### config.mk
export PLATFORM = sky130hd
export DESIGN_NAME = utf8_stream_decoder_unit_flat
export DESIGN_NICKNAME = d
export VERILOG_FILES = /design/src/rtl/u8d_pkg.sv /design/src/rtl/u8d_if.sv /design/src/rtl/u8d_decode.sv /design/src/rtl/u8d_burst.sv /design/src/rtl/utf8_stream_decoder_unit.sv /design/src/flat_wrapper.sv
export SDC_FILE = /design/constraint.sdc
export NUM_CORES = 1
export LEC_CHECK = 0
export ABC_CLOCK_PERIOD_IN_PS = 9800
export BUFFER_PORTS_ARGS = -buffer_cell sky130_fd_sc_hd__buf_2
export CAP_MARGIN = 10
export CORE_MARGIN = 4
export CORE_UTILIZATION = 45
export CTS_CLUSTER_SIZE = 14
export DETAILED_ROUTE_END_ITERATION = 8
export SETUP_SLACK_MARGIN = 0.02
export SYNTH_ARGS = -nofsm -noshare
export SYNTH_HDL_FRONTEND = slang
export SYNTH_SLANG_ARGS = --single-unit
### constraint.sdc
create_clock -name clk -period 9.8 [get_ports clk]
set_input_delay 0 -clock clk [delete_from_list [all_inputs] [get_ports clk]]
set_output_delay 0 -clock clk [all_outputs]
set_load 0.02 [all_outputs]
### src/rtl/u8d_pkg.sv
// Package for the UTF-8 stream decoder: result entry and burst list types,
// sequence length codes and decode masks. No dependencies.
`default_nettype none

package u8d_pkg;

  localparam int CP_W    = 21;
  localparam int BYTE_W  = 8;
  localparam int MAX_RES = 4;
  localparam int CNT_W   = 3;

  // expected_length codes
  localparam logic [2:0] LEN_IDLE = 3'd0;
  localparam logic [2:0] LEN_2    = 3'd2;
  localparam logic [2:0] LEN_3    = 3'd3;
  localparam logic [2:0] LEN_4    = 3'd4;

  // byte class prefixes
  localparam logic [1:0] TAIL_TAG  = 2'b10;
  localparam logic [2:0] LEAD2_TAG = 3'b110;
  localparam logic [3:0] LEAD3_TAG = 4'b1110;
  localparam logic [4:0] LEAD4_TAG = 5'b11110;

  // range limits
  localparam logic [CP_W-1:0] MIN_CP2  = 21'h00080;
  localparam logic [CP_W-1:0] MIN_CP3  = 21'h00800;
  localparam logic [CP_W-1:0] MIN_CP4  = 21'h10000;
  localparam logic [CP_W-1:0] MAX_CP   = 21'h10FFFF;
  localparam logic [4:0]      SURR_TAG = 5'b11011;

  typedef struct packed {
    logic [CP_W-1:0] cp;
    logic            inv;
  } u8d_res_t;

  typedef struct packed {
    logic [CNT_W-1:0]          cnt;
    u8d_res_t [MAX_RES-1:0]    ent;
  } u8d_list_t;

endpackage

`default_nettype wire

### src/rtl/u8d_if.sv
// Valid/ready channel interfaces for the byte input and the result output.
// Depends on u8d_pkg for field widths.
`default_nettype none

interface u8d_in_if;
  import u8d_pkg::*;
  logic              valid;
  logic              ready;
  logic [BYTE_W-1:0] byte_in;
  logic              stream_end;
  modport source (output valid, output byte_in, output stream_end, input ready);
  modport sink   (input valid, input byte_in, input stream_end, output ready);
endinterface

interface u8d_out_if;
  import u8d_pkg::*;
  logic            valid;
  logic            ready;
  logic [CP_W-1:0] code_point;
  logic            invalid;
  logic            run_last;
  modport source (output valid, output code_point, output invalid, output run_last,
                  input ready);
  modport sink   (input valid, input code_point, input invalid, input run_last,
                  output ready);
endinterface

`default_nettype wire

### src/rtl/u8d_decode.sv
// Decode stage: sequence state, per-byte decode into a result list, and the
// holding register that passes the list on. Depends on u8d_pkg and u8d_in_if.
`default_nettype none

module u8d_decode (
  input  wire                 clk,
  input  wire                 rst_n,
  u8d_in_if.sink              in_ch,
  input  wire                 take,
  output logic                h_valid,
  output u8d_pkg::u8d_list_t  h_list
);
  import u8d_pkg::*;

  // sequence state
  logic [BYTE_W-1:0] pend_r [3];
  logic [1:0]        pcnt_r, pcnt_nxt;
  logic [2:0]        elen_r, elen_nxt;
  logic              h_v_r;
  u8d_list_t         h_list_r;

  logic [BYTE_W-1:0] b;
  logic              acc, is_tail, complete, ok;
  logic [CP_W-1:0]   cp;
  logic [1:0]        fl;
  logic              item_v;
  u8d_res_t          item;
  logic              store_tail, store_lead;
  logic [2:0]        lead_len;
  u8d_list_t         list;

  assign b     = in_ch.byte_in;
  assign acc   = in_ch.valid && in_ch.ready;
  assign in_ch.ready = !h_v_r || take;

  assign is_tail  = (b[7:6] == TAIL_TAG);
  assign complete = ({1'b0, pcnt_r} + 3'd1) >= elen_r;

  // assemble the finished sequence and check range
  always_comb begin
    case (elen_r)
      LEN_2: begin
        cp = {10'd0, pend_r[0][4:0], b[5:0]};
        ok = cp >= MIN_CP2;
      end
      LEN_3: begin
        cp = {5'd0, pend_r[0][3:0], pend_r[1][5:0], b[5:0]};
        ok = (cp >= MIN_CP3) && (cp[15:11] != SURR_TAG);
      end
      default: begin
        cp = {pend_r[0][2:0], pend_r[1][5:0], pend_r[2][5:0], b[5:0]};
        ok = (cp >= MIN_CP4) && (cp <= MAX_CP);
      end
    endcase
  end

  // lead byte class
  always_comb begin
    if (b[7:5] == LEAD2_TAG)      lead_len = LEN_2;
    else if (b[7:4] == LEAD3_TAG) lead_len = LEN_3;
    else if (b[7:3] == LEAD4_TAG) lead_len = LEN_4;
    else                          lead_len = LEN_IDLE;
  end

  // decode: flush count of buffered bytes, then at most one trailing entry
  always_comb begin
    fl         = 2'd0;
    item_v     = 1'b0;
    item       = '{cp: {13'd0, b}, inv: 1'b1};
    store_tail = 1'b0;
    store_lead = 1'b0;
    pcnt_nxt   = 2'd0;
    elen_nxt   = LEN_IDLE;
    if (pcnt_r != 2'd0 && is_tail) begin
      if (complete) begin
        if (ok) begin
          item_v = 1'b1;
          item   = '{cp: cp, inv: 1'b0};
        end else begin
          fl     = pcnt_r;
          item_v = 1'b1;
        end
      end else if (in_ch.stream_end) begin
        // tail still short at end of stream: flush everything raw
        fl     = pcnt_r;
        item_v = 1'b1;
      end else begin
        store_tail = 1'b1;
        pcnt_nxt   = pcnt_r + 2'd1;
        elen_nxt   = elen_r;
      end
    end else begin
      fl = pcnt_r;
      if (!b[7]) begin
        item_v = 1'b1;
        item   = '{cp: {13'd0, b}, inv: 1'b0};
      end else if (lead_len != LEN_IDLE) begin
        if (in_ch.stream_end) begin
          item_v = 1'b1;
        end else begin
          store_lead = 1'b1;
          pcnt_nxt   = 2'd1;
          elen_nxt   = lead_len;
        end
      end else begin
        item_v = 1'b1;
      end
    end
  end

  // build the result list
  always_comb begin
    for (int i = 0; i < 3; i++) begin
      list.ent[i] = '{cp: {13'd0, pend_r[i]}, inv: 1'b1};
    end
    list.ent[3]  = '0;
    list.ent[fl] = item;
    list.cnt     = {1'b0, fl} + {2'd0, item_v};
  end

  // state and holding register
  always_ff @(posedge clk) begin
    if (!rst_n) begin
      pcnt_r <= 2'd0;
      elen_r <= LEN_IDLE;
      h_v_r  <= 1'b0;
    end else if (acc) begin
      pcnt_r <= pcnt_nxt;
      elen_r <= elen_nxt;
      h_v_r  <= (list.cnt != '0);
    end else if (take) begin
      h_v_r  <= 1'b0;
    end
  end

  always_ff @(posedge clk) begin
    if (acc) begin
      h_list_r <= list;
      if (store_lead) pend_r[0] <= b;
      if (store_tail) pend_r[pcnt_r] <= b;
    end
  end

  assign h_valid = h_v_r;
  assign h_list  = h_list_r;

endmodule

`default_nettype wire

### src/rtl/u8d_burst.sv
// Output burst buffer: holds one result list and drains it one entry per
// transaction, marking the last. Depends on u8d_pkg and u8d_out_if.
`default_nettype none

module u8d_burst (
  input  wire                 clk,
  input  wire                 rst_n,
  input  wire                 h_valid,
  input  u8d_pkg::u8d_list_t  h_list,
  output logic                take,
  u8d_out_if.source           out_ch
);
  import u8d_pkg::*;

  u8d_res_t         ent_r [MAX_RES];
  logic [CNT_W-1:0] cnt_r;
  logic [1:0]       rd_r;
  logic             out_acc;

  assign out_acc = out_ch.valid && out_ch.ready;
  // load when empty or when the final entry leaves this cycle
  assign take = h_valid && ((cnt_r == '0) || ((cnt_r == CNT_W'(1)) && out_ch.ready));

  always_ff @(posedge clk) begin
    if (!rst_n) begin
      cnt_r <= '0;
      rd_r  <= 2'd0;
    end else if (take) begin
      cnt_r <= h_list.cnt;
      rd_r  <= 2'd0;
    end else if (out_acc) begin
      cnt_r <= cnt_r - CNT_W'(1);
      rd_r  <= rd_r + 2'd1;
    end
  end

  always_ff @(posedge clk) begin
    if (take) begin
      for (int i = 0; i < MAX_RES; i++) begin
        ent_r[i] <= h_list.ent[i];
      end
    end
  end

  // current entry to the port
  assign out_ch.valid      = (cnt_r != '0);
  assign out_ch.code_point = ent_r[rd_r].cp;
  assign out_ch.invalid    = ent_r[rd_r].inv;
  assign out_ch.run_last   = (cnt_r == CNT_W'(1));

endmodule

`default_nettype wire

### src/rtl/utf8_stream_decoder_unit.sv
// UTF-8 stream decoder, one byte per transaction in, 0 to 4 results out.
// Each accepted byte's results pass through the decode holding register, then the output burst buffer.
// Throughput: one byte per cycle while each byte yields at most one result and the output is ready;
// a byte yielding several results holds the output burst buffer until all of them are taken.
// Reset clears the sequence count, length and valid flags; buffered bytes are not cleared.
// Depends on u8d_pkg, u8d_if, u8d_decode and u8d_burst.
`default_nettype none

module utf8_stream_decoder_unit (
  input  wire        clk,
  input  wire        rst_n,
  u8d_in_if.sink     in_ch,
  u8d_out_if.source  out_ch
);
  import u8d_pkg::*;

  logic      h_valid;
  logic      take;
  u8d_list_t h_list;

  u8d_decode u_decode (
    .clk     (clk),
    .rst_n   (rst_n),
    .in_ch   (in_ch),
    .take    (take),
    .h_valid (h_valid),
    .h_list  (h_list)
  );

  u8d_burst u_burst (
    .clk     (clk),
    .rst_n   (rst_n),
    .h_valid (h_valid),
    .h_list  (h_list),
    .take    (take),
    .out_ch  (out_ch)
  );

endmodule

`default_nettype wire

### src/flat_wrapper.sv
// flat-port wrapper written by rule: the top's interface ports become plain ports
module utf8_stream_decoder_unit_flat import u8d_pkg::*;
  (clk, rst_n, in_ch_valid, in_ch_byte_in, in_ch_stream_end, in_ch_ready, out_ch_valid, out_ch_code_point, out_ch_invalid, out_ch_run_last, out_ch_ready);
  u8d_in_if in_ch_i ();
  u8d_out_if out_ch_i ();
  input  wire clk;
  input  wire rst_n;
  input wire logic [$bits(in_ch_i.valid)-1:0] in_ch_valid;
  input wire logic [$bits(in_ch_i.byte_in)-1:0] in_ch_byte_in;
  input wire logic [$bits(in_ch_i.stream_end)-1:0] in_ch_stream_end;
  output wire logic [$bits(in_ch_i.ready)-1:0] in_ch_ready;
  output wire logic [$bits(out_ch_i.valid)-1:0] out_ch_valid;
  output wire logic [$bits(out_ch_i.code_point)-1:0] out_ch_code_point;
  output wire logic [$bits(out_ch_i.invalid)-1:0] out_ch_invalid;
  output wire logic [$bits(out_ch_i.run_last)-1:0] out_ch_run_last;
  input wire logic [$bits(out_ch_i.ready)-1:0] out_ch_ready;
  assign in_ch_i.valid = in_ch_valid;
  assign in_ch_i.byte_in = in_ch_byte_in;
  assign in_ch_i.stream_end = in_ch_stream_end;
  assign in_ch_ready = in_ch_i.ready;
  assign out_ch_valid = out_ch_i.valid;
  assign out_ch_code_point = out_ch_i.code_point;
  assign out_ch_invalid = out_ch_i.invalid;
  assign out_ch_run_last = out_ch_i.run_last;
  assign out_ch_i.ready = out_ch_ready;
  utf8_stream_decoder_unit u_core (.clk(clk), .rst_n(rst_n), .in_ch(in_ch_i), .out_ch(out_ch_i));
endmodule
**Word level (Yosys, flattened, before mapping)**

Memory sizes are Yosys's and may differ from the RTL's. A register that Yosys moved wholly into a read port is not among the register bits.
Index checks and enable logic that the tools add are counted.
Widths: inputs -> output; s select.

- Word-level logic and storage cells: 115
- Bits of input ports: 13
- Output and inout bits: 25
- Memory bits (writable): 112
- Memories kept: 2
- Register bits: 102

Memories:

| memory | words | width | rd ports | clocked after Yosys merged registers in | wr ports | line | text |
|---|---|---|---|---|---|---|---|
| u_core.u_burst.ent_r | 4 | 22 | 1 | 1 | 4 | u8d_burst.sv:15 | `u8d_res_t ent_r [MAX_RES];` |
| u_core.u_decode.pend_r | 3 | 8 | 3 | 0 | 1 | u8d_decode.sv:16 | `logic [BYTE_W-1:0] pend_r [3];` |

- Mux-type cells: 56
- Reductions and logical operators: 21
- Bitwise logic cells: 1
- Equality and inequality tests: 9
- Order comparisons: 7
- $add $sub $neg: 5

Operators by type and width:

| kind | count |
|---|---|
| $bwmux 88 | 1 |
| $mux 22 | 4 |
| $demux 22 s2 | 1 |
| $pmux 21 s2 | 1 |
| $mux 3 | 11 |
| $mux 1 | 25 |
| $ge 21x17->1 const B | 1 |
| $le 21x21->1 const B | 1 |
| $mux 2 | 10 |
| $ge 16x12->1 const B | 1 |
| $ge 11x8->1 const B | 1 |
| $mux 9 | 1 |
| $reduce_bool 3->1 | 3 |
| $logic_and 1x1->1 | 8 |
| $mux 8 | 1 |
| $reduce_or 8->1 | 1 |
| $eq 3x2->1 const B | 2 |
| $reduce_bool 2->1 | 3 |
| $eq 5x5->1 const B | 1 |
| $ne 5x5->1 const B | 1 |
| $add 2x1->2 const B | 2 |
| $eq 4x4->1 const B | 1 |
| $add 2x1->3 | 1 |
| $add 2x1->3 const B | 1 |
| 15 further kinds | 16 |

**Logic depth before layout (Yosys ltp)**

Gate-level depths: netlist (run 1).

- Depth in word-level cells: 12
- Depth in mapped cells: 12

**Cells and area by module**

From an unflattened synthesis (run 1), not the netlist that was laid out.

- Cells, all modules: 436
- Area, all modules: 8265.4 um^2

By module, submodules not included:

| module | cells each | sequential area each (um^2) | times used | area each (um^2) |
|---|---|---|---|---|
| u8d_decode | 282 | 3573.4 | 1 | 4722.0 |
| u8d_burst | 154 | 2782.7 | 1 | 3543.4 |

**Least setup slack after synthesis (run 1)**

OpenSTA, ideal clock, no wires.

- Path type: reg-to-reg
- From: register u_core.u_burst.cnt_r[1]
- To: register u_core.u_burst.cnt_r[2]
- Setup time: 0.121 ns
- Cell stages (with the launch flop): 8
- Clock period less this slack: 8.440 ns
- Arrival time: 8.319 ns
- Path slack: 1.360 ns
- Path through: dfxtp_1 -> inv_1 -> ha_1 -> a21oi_1 -> nor3b_1 -> or3b_2 -> a21o_1 -> a21oi_1

- Longest elaborated chain between the ends: 5
- Elaborated cells between the ends (all ways): 11
- Classes of those cells: add/sub (1); eq/ne (1); mux (2); reduce/logical (7)

RTL lines:

| item | line | text |
|---|---|---|
| from (decl) | u8d_burst.sv:16 | `logic [CNT_W-1:0] cnt_r;` |
| from (signal assigned) | u8d_burst.sv:29 | `cnt_r <= h_list.cnt;` |
| from (signal assigned) | u8d_burst.sv:32 | `cnt_r <= cnt_r - CNT_W'(1);` |
| $eq 3x1->1 | u8d_burst.sv:22 | `assign take = h_valid && ((cnt_r == '0) \|\| ((cnt_r == CNT_W'(1)) && out_ch.ready));` |
| $logic_and 1x1->1 | u8d_burst.sv:22 |  |
| $logic_or 1x1->1 (*) | u8d_burst.sv:22 |  |
| $logic_and 1x1->1 (*) | u8d_burst.sv:22 |  |
| via u_core.take | utf8_stream_decoder_unit.sv:18 | `logic take;` |
| $mux 3 or $reduce_bool 2->1 (tied branches) | - |  |

Mark *: on every way through the listed nets, which the timed path passes. The rest lies on a longest branch. The select of a mux whose other input is x is not followed.
A chain may end at the register's enable or synchronous reset.

**Worst setup path after layout (run 1)**

- From: register u_core.u_decode.pcnt_r[0]
- To: register u_core.u_decode.elen_r[1]

- Longest elaborated chain between the ends: 4
- Elaborated cells between the ends (all ways): 8
- Classes of those cells: add/sub (1); order compare (1); eq/ne (1); mux (2); reduce/logical (3)

RTL lines:

| item | line | text |
|---|---|---|
| from (decl) | u8d_decode.sv:17 | `logic [1:0] pcnt_r, pcnt_nxt;` |
| from (signal assigned) | u8d_decode.sv:128 | `pcnt_r <= pcnt_nxt;` |
| $add 2x1->3 or $reduce_bool 2->1 (tied branches) | u8d_decode.sv:37, u8d_decode.sv:74 |  |
| $ge 3x3->1 or $logic_and 1x1->1 (tied branches) | u8d_decode.sv:37, u8d_decode.sv:74 |  |
| $ne 3x3->1 (no line) or $mux 3 (tied branches) | - |  |
| $reduce_and 2->1 (no line) or $mux 3 (tied branches) | - |  |
| to (signal assigned) | u8d_decode.sv:129 | `elen_r <= elen_nxt;` |
| to (decl) | u8d_decode.sv:18 | `logic [2:0] elen_r, elen_nxt;` |

Parallel ways exist; a longest one is shown, timed or not.

==> results of run 1 <==
## registers in the layout, indices dropped and copies added, names as in the netlist, named ones only
name and cells:
u_core.u_burst.cnt_r 3, u_core.u_burst.rd_r 2, u_core.u_decode.pcnt_r 2, u_core.u_decode.elen_r 3, u_core.u_decode.h_valid 1, u_core.u_decode.h_list 91
u_core.u_burst.ent_r 88, u_core.u_decode.pend_r 24
## power by group through the flow
stage / clock (uW) / sequential [uW] / combinational [uW]
2_1_floorplan: 0 / 1260 / 300
3_3_place_gp: 0 / 1280 / 382
3_5_place_dp: 0 / 1290 / 387
4_1_cts: 754 / 1270 / 392
5_1_grt: 791 / 1280 / 417
6_report: 732 / 1260 / 383
## cells in the final DEF, fill, tap and decap left out, types with 3 or more instances in the layout
cell / count
mux2_2: 14
clkinv_1: 4
nand3_1: 10
buf_2: 37
nor2b_1: 4
dfxtp_1: 12
nand2_1: 21
a211oi_1: 8
or3_1: 3
and3_1: 9
a21oi_1: 15
ha_1: 10
inv_1: 9
and2_1: 8
o21ai_0: 7
mux4_2: 22
dlygate4sd3_1: 14
buf_4: 4
o2111ai_1: 4
nor3_1: 8
nor2_1: 14
mux2i_1: 5
conb_1: 39
clkbuf_1: 8
clkbuf_16: 23
mux2_4: 6
edfxtp_1: 203
## worst register-to-register path, delay by kind of cell, from the launching register on
kind                     cells  cell delay, ps
flip-flops                   1             450
AO/OA/AOI/OAI                2             410
adder cells (fa/ha/maj)      2             650
AND/OR/NAND/NOR              3             480
buffers and inverters        3            1290
## timing repair
action / in CTS / in global routing
gates resized for setup: 0 / 0
hold endpoints to repair: 60 / 0
hold buffers: 14 / 0
## layout make-up
| cell class | instances | area [sq um] | area share |
|---|---|---|---|
| clock buffer | 31 | 606 | 0.0637 |
| clock inverter | 5 | 23.8 | 0.00250 |
| inverter | 11 | 42.5 | 0.00448 |
| multi-input combinational | 230 | 1840 | 0.193 |
| sequential | 216 | 6360 | 0.669 |
| tap | 225 | 282 | 0.0296 |
| timing repair buffer | 55 | 355 | 0.0374 |
## logic make-up (layout without fill, tap and decap cells)
group / after synthesis / count (layout) / synth area share
mux: 47 / 47 / 0.0972
xor+xnor: 3 / 3 / 0.00322
compound gates: 42 / 42 / 0.0337
other cells: 1 / 39 / 0.000460
flops: 216 / 216 / 0.779
simple gates: 89 / 89 / 0.0563
buf+inv: 27 / 102 / 0.0146
fa+ha+maj: 10 / 10 / 0.0153
## worst min-delay path by stage
stage                                               to  slack (ps)  cells past startpoint
final                        u_core.u_decode.pcnt_r[0]         160                      6
after global placement         u_core.u_decode.h_valid         290                      3
after floorplan           u_core.u_decode.pend_r[0][0]         100                      0
after global routing         u_core.u_decode.pcnt_r[0]         220                      6
after detailed placement  u_core.u_decode.pend_r[1][0]         290                      1
after CTS                    u_core.u_decode.pcnt_r[0]         140                      6
## routing by layer
layer,track usage,part of all wire,vias up
li1,-,-,1884
met3,0.0238,0.057,23
met4,0.0400,0.019,0
met5,0,0,-
met1,0.194,0.44,1989
met2,0.235,0.49,109
## through the flow
| step | instances | setup WS, ps | power, uW | utilization |
|---|---|---|---|---|
| 5_1_grt | 773 | 6220 | 2490 | 0.542 |
| 4_1_cts | 773 | 6480 | 2410 | 0.542 |
| 3_5_place_dp | 723 | 6620 | 1680 | 0.498 |
| 2_1_floorplan | 473 | 1360 | 1560 | - |
| 6_report | 773 | 6430 | 2380 | 0.542 |
| 3_3_place_gp | 723 | 6780 | 1660 | 0.498 |
==> reports/results.ini, run 1 <==
[finish]
fin_nets = 559
stdcell_area_sq_mm = 0.00950
area_growth_pct = 16.5
nFillCells = 1415
num_antenna_cells = 0
drive_above_1_share = 0.208

[routing]
drc = 0
drt-total-wl_mm = 14.1
dr_total_vias = 4005
drtAntennaViolNets = 0
drtIter0Drc = 253
first_pass_iters = 6
via_per_inst = 5.18
wl_per_cell_um = 18.2

[clock_network]
cts_setup_buffers = 0
h-tree-depth = 1
max-clock-path-buffers = 3
cts_tree = yes
path_clk_slew_ps = 60
clock_sinks = 216
cts_buffers = 22
cts-root-buf = clkbuf_16
clock_latency_ps = 490

[synthesis]
yosys.area.top_type = edfxtp_1
yosysUniqueCellTypes = 43
synth_area_per_cell_sq_um = 18.8
post_synth_inst_count = 435
ys_seq_area_frac = 0.779
synth_edf_count = 203
yosysWarnings = 0
synth_flop_cell = edfxtp_1
synth.top_cells.by_count = edfxtp_1, mux4_2, nand2_1
netlist_area_sq_mm = 0.00816
synth_area_leaders = edfxtp_1, mux4_2, dfxtp_1, mux2_2, ha_1
synth_most_common_cell = edfxtp_1
synth_top_area_frac = 0.747
ys_ff_latch = 216
async_reset_ff_frac = 0

[worst_setup_path]
critical-path-max-stage-delay_ps = 560
cp.required_ps = 10180
crit_cells = 10
end_kind = register
cp_num_buf_inv = 3
path_cells = inv_1 -> ha_1 -> ha_1 -> nand2_1 -> o2111ai_1 -> nand3_1 -> nand3_1 -> dlygate4sd3_1 -> o21ai_0 -> dlygate4sd3_1
reg2reg_slack_ps = 6430
cp-startpoint = u_core.u_decode.pcnt_r[0]
r2r_start = u_core.u_decode.pcnt_r[0]
critPathLaunchType = register
crit_type = reg -> reg
r2r-end = u_core.u_decode.elen_r[1]
worst-path-max-fanout = 8
timing.critical_path.to = u_core.u_decode.elen_r[1]
r2r_cells = 10
cp_slowest_cell = dlygate4sd3_1
crit_arrival_ps = 3750
crit_family = buffers and inverters

[power_and_ir_drop]
cellPowerDensity_mw_per_mm2 = 250
share_clk_of_total_power = 0.308
netSwitchingFraction = 0.254
p_switching_uw = 604
power_frac_comb = 0.161
p_leak_uw = 0.00330
p_int_uw = 1770
power.share.sequential = 0.531
vdd_drop_max_mv = 0.178

[timing]
hold_viol = 0
skew_ps = 11.3
period_needed_ps = 3370
tightest_slew_ps = 1070
slew_headroom = 0.282
finalSetupViolations = 0
setup_tns_ps = 0
max_clock_freq_mhz = 297
drv_slew = 0
timing.hold.ws_ps = 161
layout_worst_path_cycle_share = 0.344
rsz0062_at_grt = no

[global_route]
grt_pass1_wl_mm = 22.4
grt_pass1_vias = 4132
antenna_found_initial = 0
track_usage = 0.141
grt_max_degree = 65
overflow = 0

[floorplanning]
rows = 48
die_w_um = 143
start_util = 0.465
die_area_sq_mm = 0.0203
core_area_sq_mm = 0.0175
ios = 38
die_h_um = 143

[worst_hold_path]
hold_path.class = in -> reg
min_from = in_ch_stream_end

[placement]
place_area_sq_mm = 0.00873
portBuffers = 37
globalplace.congestion = 0.908
dp_hpwl_mm = 8.90

[run]
cap_violations = 0

[run_status]
status = complete, no violations

No activity file was read; power rests on OpenSTA's default activity.
==> run 2: changes to the inputs <==
--- a/config.mk
+++ b/config.mk
@@ -5,7 +5,8 @@
 export SDC_FILE = /design/constraint.sdc
 export NUM_CORES = 1
 export LEC_CHECK = 0
-export ABC_CLOCK_PERIOD_IN_PS = 9800
+export ABC_AREA = 1
+export ABC_CLOCK_PERIOD_IN_PS = 3500
 export BUFFER_PORTS_ARGS = -buffer_cell sky130_fd_sc_hd__buf_2
 export CAP_MARGIN = 10
 export CORE_MARGIN = 4
==> constraint.sdc (replaced) <==
create_clock -name clk -period 3.5 [get_ports clk]
set_input_delay 0 -clock clk [delete_from_list [all_inputs] [get_ports clk]]
set_output_delay 0 -clock clk [all_outputs]
set_load 0.02 [all_outputs]
==> run 2 against run 1 <==
Compared with the run above: register-to-register slack lost 6200 ps; fmax grew 3.4%; non-clock buffer count grew 15; worst setup slack lost 6200 ps; combinational power grew to 3.2 times the previous value; via count grew 21%; critical path type unchanged; largest cell class unchanged.
==> reports/results.ini, run 2 <==
[timing]
drv_slew = 0
fin_ws_ps = 242
finalSetupViolations = 0
rsz0062_at_grt = no
max_clock_freq_mhz = 307
hold_viol = 0
slew_headroom = 0.373
layout_worst_path_cycle_share = 0.931
tightest_slew_ps = 941
skew_ps = 5.85
period_needed_ps = 3260
setup_tns_ps = 0

[run]
cap_violations = 0

[synthesis]
synth_compound_area_frac = 0.0703
post_synth_inst_count = 619
synth_top_family_by_area = simple AND/OR/NAND/NOR gates
synth_edf_count = 203
synth_mux_area_frac = 0
yosysWarnings = 0
yosys.area.top_type = edfxtp_1
yosysUniqueCellTypes = 35
synth_top_area_frac = 0.734
synth.top_cells.by_count = edfxtp_1, nand2_1, nor2_1
ys_seq_area_frac = 0.765
synth_most_common_cell = edfxtp_1
synth-simple-area-share = 0.119
ys_ff_latch = 216
async_reset_ff_frac = 0
synth-adder-area-share = 0.0151
synth_area_per_cell_sq_um = 13.4
netlist_area_sq_mm = 0.00831
synth_xor_area_frac = 0.00211
synth_flop_cell = edfxtp_1
synth_area_leaders = edfxtp_1, nand2_1, nor2_1, dfxtp_1, o21ai_0

[routing]
drtAntennaViolNets = 0
drt-total-wl_mm = 16.4
drtIter0Drc = 207
via_per_inst = 4.94
first_pass_iters = 4
drc = 0
met2_length_mm = 8.16
wl_per_cell_um = 16.8
wl_met3_um = 505
dr_total_vias = 4830
top_layer_used = met4
wl_met1_mm = 7.45

[clock_network]
cts_tree = yes
path_clk_slew_ps = 60
clock_latency_ps = 490
clock_sinks = 216
h-tree-depth = 1
cts-root-buf = clkbuf_16
max-clock-path-buffers = 3
cts_buffers = 22

[global_route]
grt_max_degree = 54
overflow = 0
track_usage = 0.161
antenna_found_initial = 0
grt_pass1_vias = 4803
grt_pass1_wl_mm = 25.9

[finish]
nFillCells = 1519
largest_register_ffs = 91
fin_nets = 757
layout_common_cells = edfxtp_1, nand2_1, nor2_1, o21ai_0, conb_1
area_growth_pct = 19.5
drive_above_1_share = 0.151
post-route-util = 0.549
layout_commonest_cell = edfxtp_1
stdcell_area_sq_mm = 0.00993
num_antenna_cells = 0
fin_cells = 978

[placement]
dp_hpwl_mm = 10.3
globalplace.congestion = 0.836
place_area_sq_mm = 0.00896
portBuffers = 37
dp.cells = 917
pre_cts_slack_ps = 617

[power_and_ir_drop]
vdd_drop_max_mv = 0.490
p_leak_uw = 0.00373
cellPowerDensity_mw_per_mm2 = 698

[worst_setup_path]
cp.required_ps = 3870
end_kind = register
critPathLaunchType = register
worst-path-max-fanout = 9
crit_arrival_ps = 3630
crit_type = reg -> reg

[floorplanning]
die_h_um = 144
start_util = 0.459
ios = 38
core_area_sq_mm = 0.0181
die_w_um = 144
die_area_sq_mm = 0.0207
rows = 49

[run_status]
status = complete, no violations

[worst_hold_path]
hold_path.class = in -> reg

-- run 2: worst paths after layout --
kind                                   start                           end  slack [ps]  depth (start not counted)
setup / recovery   u_core.u_decode.pcnt_r[0]       u_core.u_decode.h_valid         240                         14
hold reg to reg   u_core.u_decode.h_list[68]    u_core.u_burst.ent_r[3][2]         410                          0
hold / removal              in_ch_byte_in[7]  u_core.u_decode.pend_r[0][7]         340                          2
setup reg to reg   u_core.u_decode.pcnt_r[0]       u_core.u_decode.h_valid         240                         14
-- run 2: kinds of logic (layout without fill, tap and decap cells) --
logic type / count (synthesis) / in the layout
xor+xnor: 2 / 2
other cells: 1 / 39
fa+ha+maj: 10 / 10
flops: 216 / 216
buf+inv: 58 / 150
simple gates: 230 / 230
compound gates: 102 / 102
-- run 2: area by class of cell --
type / count / area, sq um / share of cell area
Sequential cell: 216 / 6360 / 0.640
Multi-Input combinational cell: 383 / 1900 / 0.191
Clock buffer: 30 / 663 / 0.0668
Timing Repair Buffer: 70 / 495 / 0.0499
Tap cell: 229 / 287 / 0.0289
Inverter: 41 / 161 / 0.0163
Clock inverter: 9 / 67.6 / 0.00681
-- run 2: worst max-delay path: stages (launching register included) --
cell and delay [ps]:
dfxtp_1 310, buf_4 180, ha_1 210, ha_1 300, a21oi_1 140, nand2_1 110, nor2_4 180, nand3_4 120
nand3_4 140, inv_2 60, ha_1 170, ha_1 300, o31ai_2 260, a21oi_1 90, dlygate4sd3_1 570
-- run 2: where the power goes --
part,switching (uW),internal (uW),total [uW]
clock,905,1390,2300
sequential,96.4,3290,3390
combinational,892,350,1240
-- run 2: metal layers --
metal / vias up / GRT usage
li1: 2393 / -
met1: 2338 / 0.219
met2: 69 / 0.275
met3: 30 / 0.0236
met4: 0 / 0.0421
met5: - / 0
-- run 2: repair_timing --
item / in CTS / in global routing
buffers inserted: 0 / 7
endpoints found under the setup margin: 0 / 1
hold buffers: 15 / 0
hold endpoints to repair: 60 / 0
gates resized for setup: 0 / 6
-- run 2: stage by stage --
| stage | power [uW] | hold slack, ps |
|---|---|---|
| after floorplan | 4250 | 98.9 |
| after global placement | 4640 | 270 |
| after detailed placement | 4690 | 292 |
| after CTS | 7020 | 323 |
| after global routing | 7280 | 334 |
| final | 6930 | 338 |
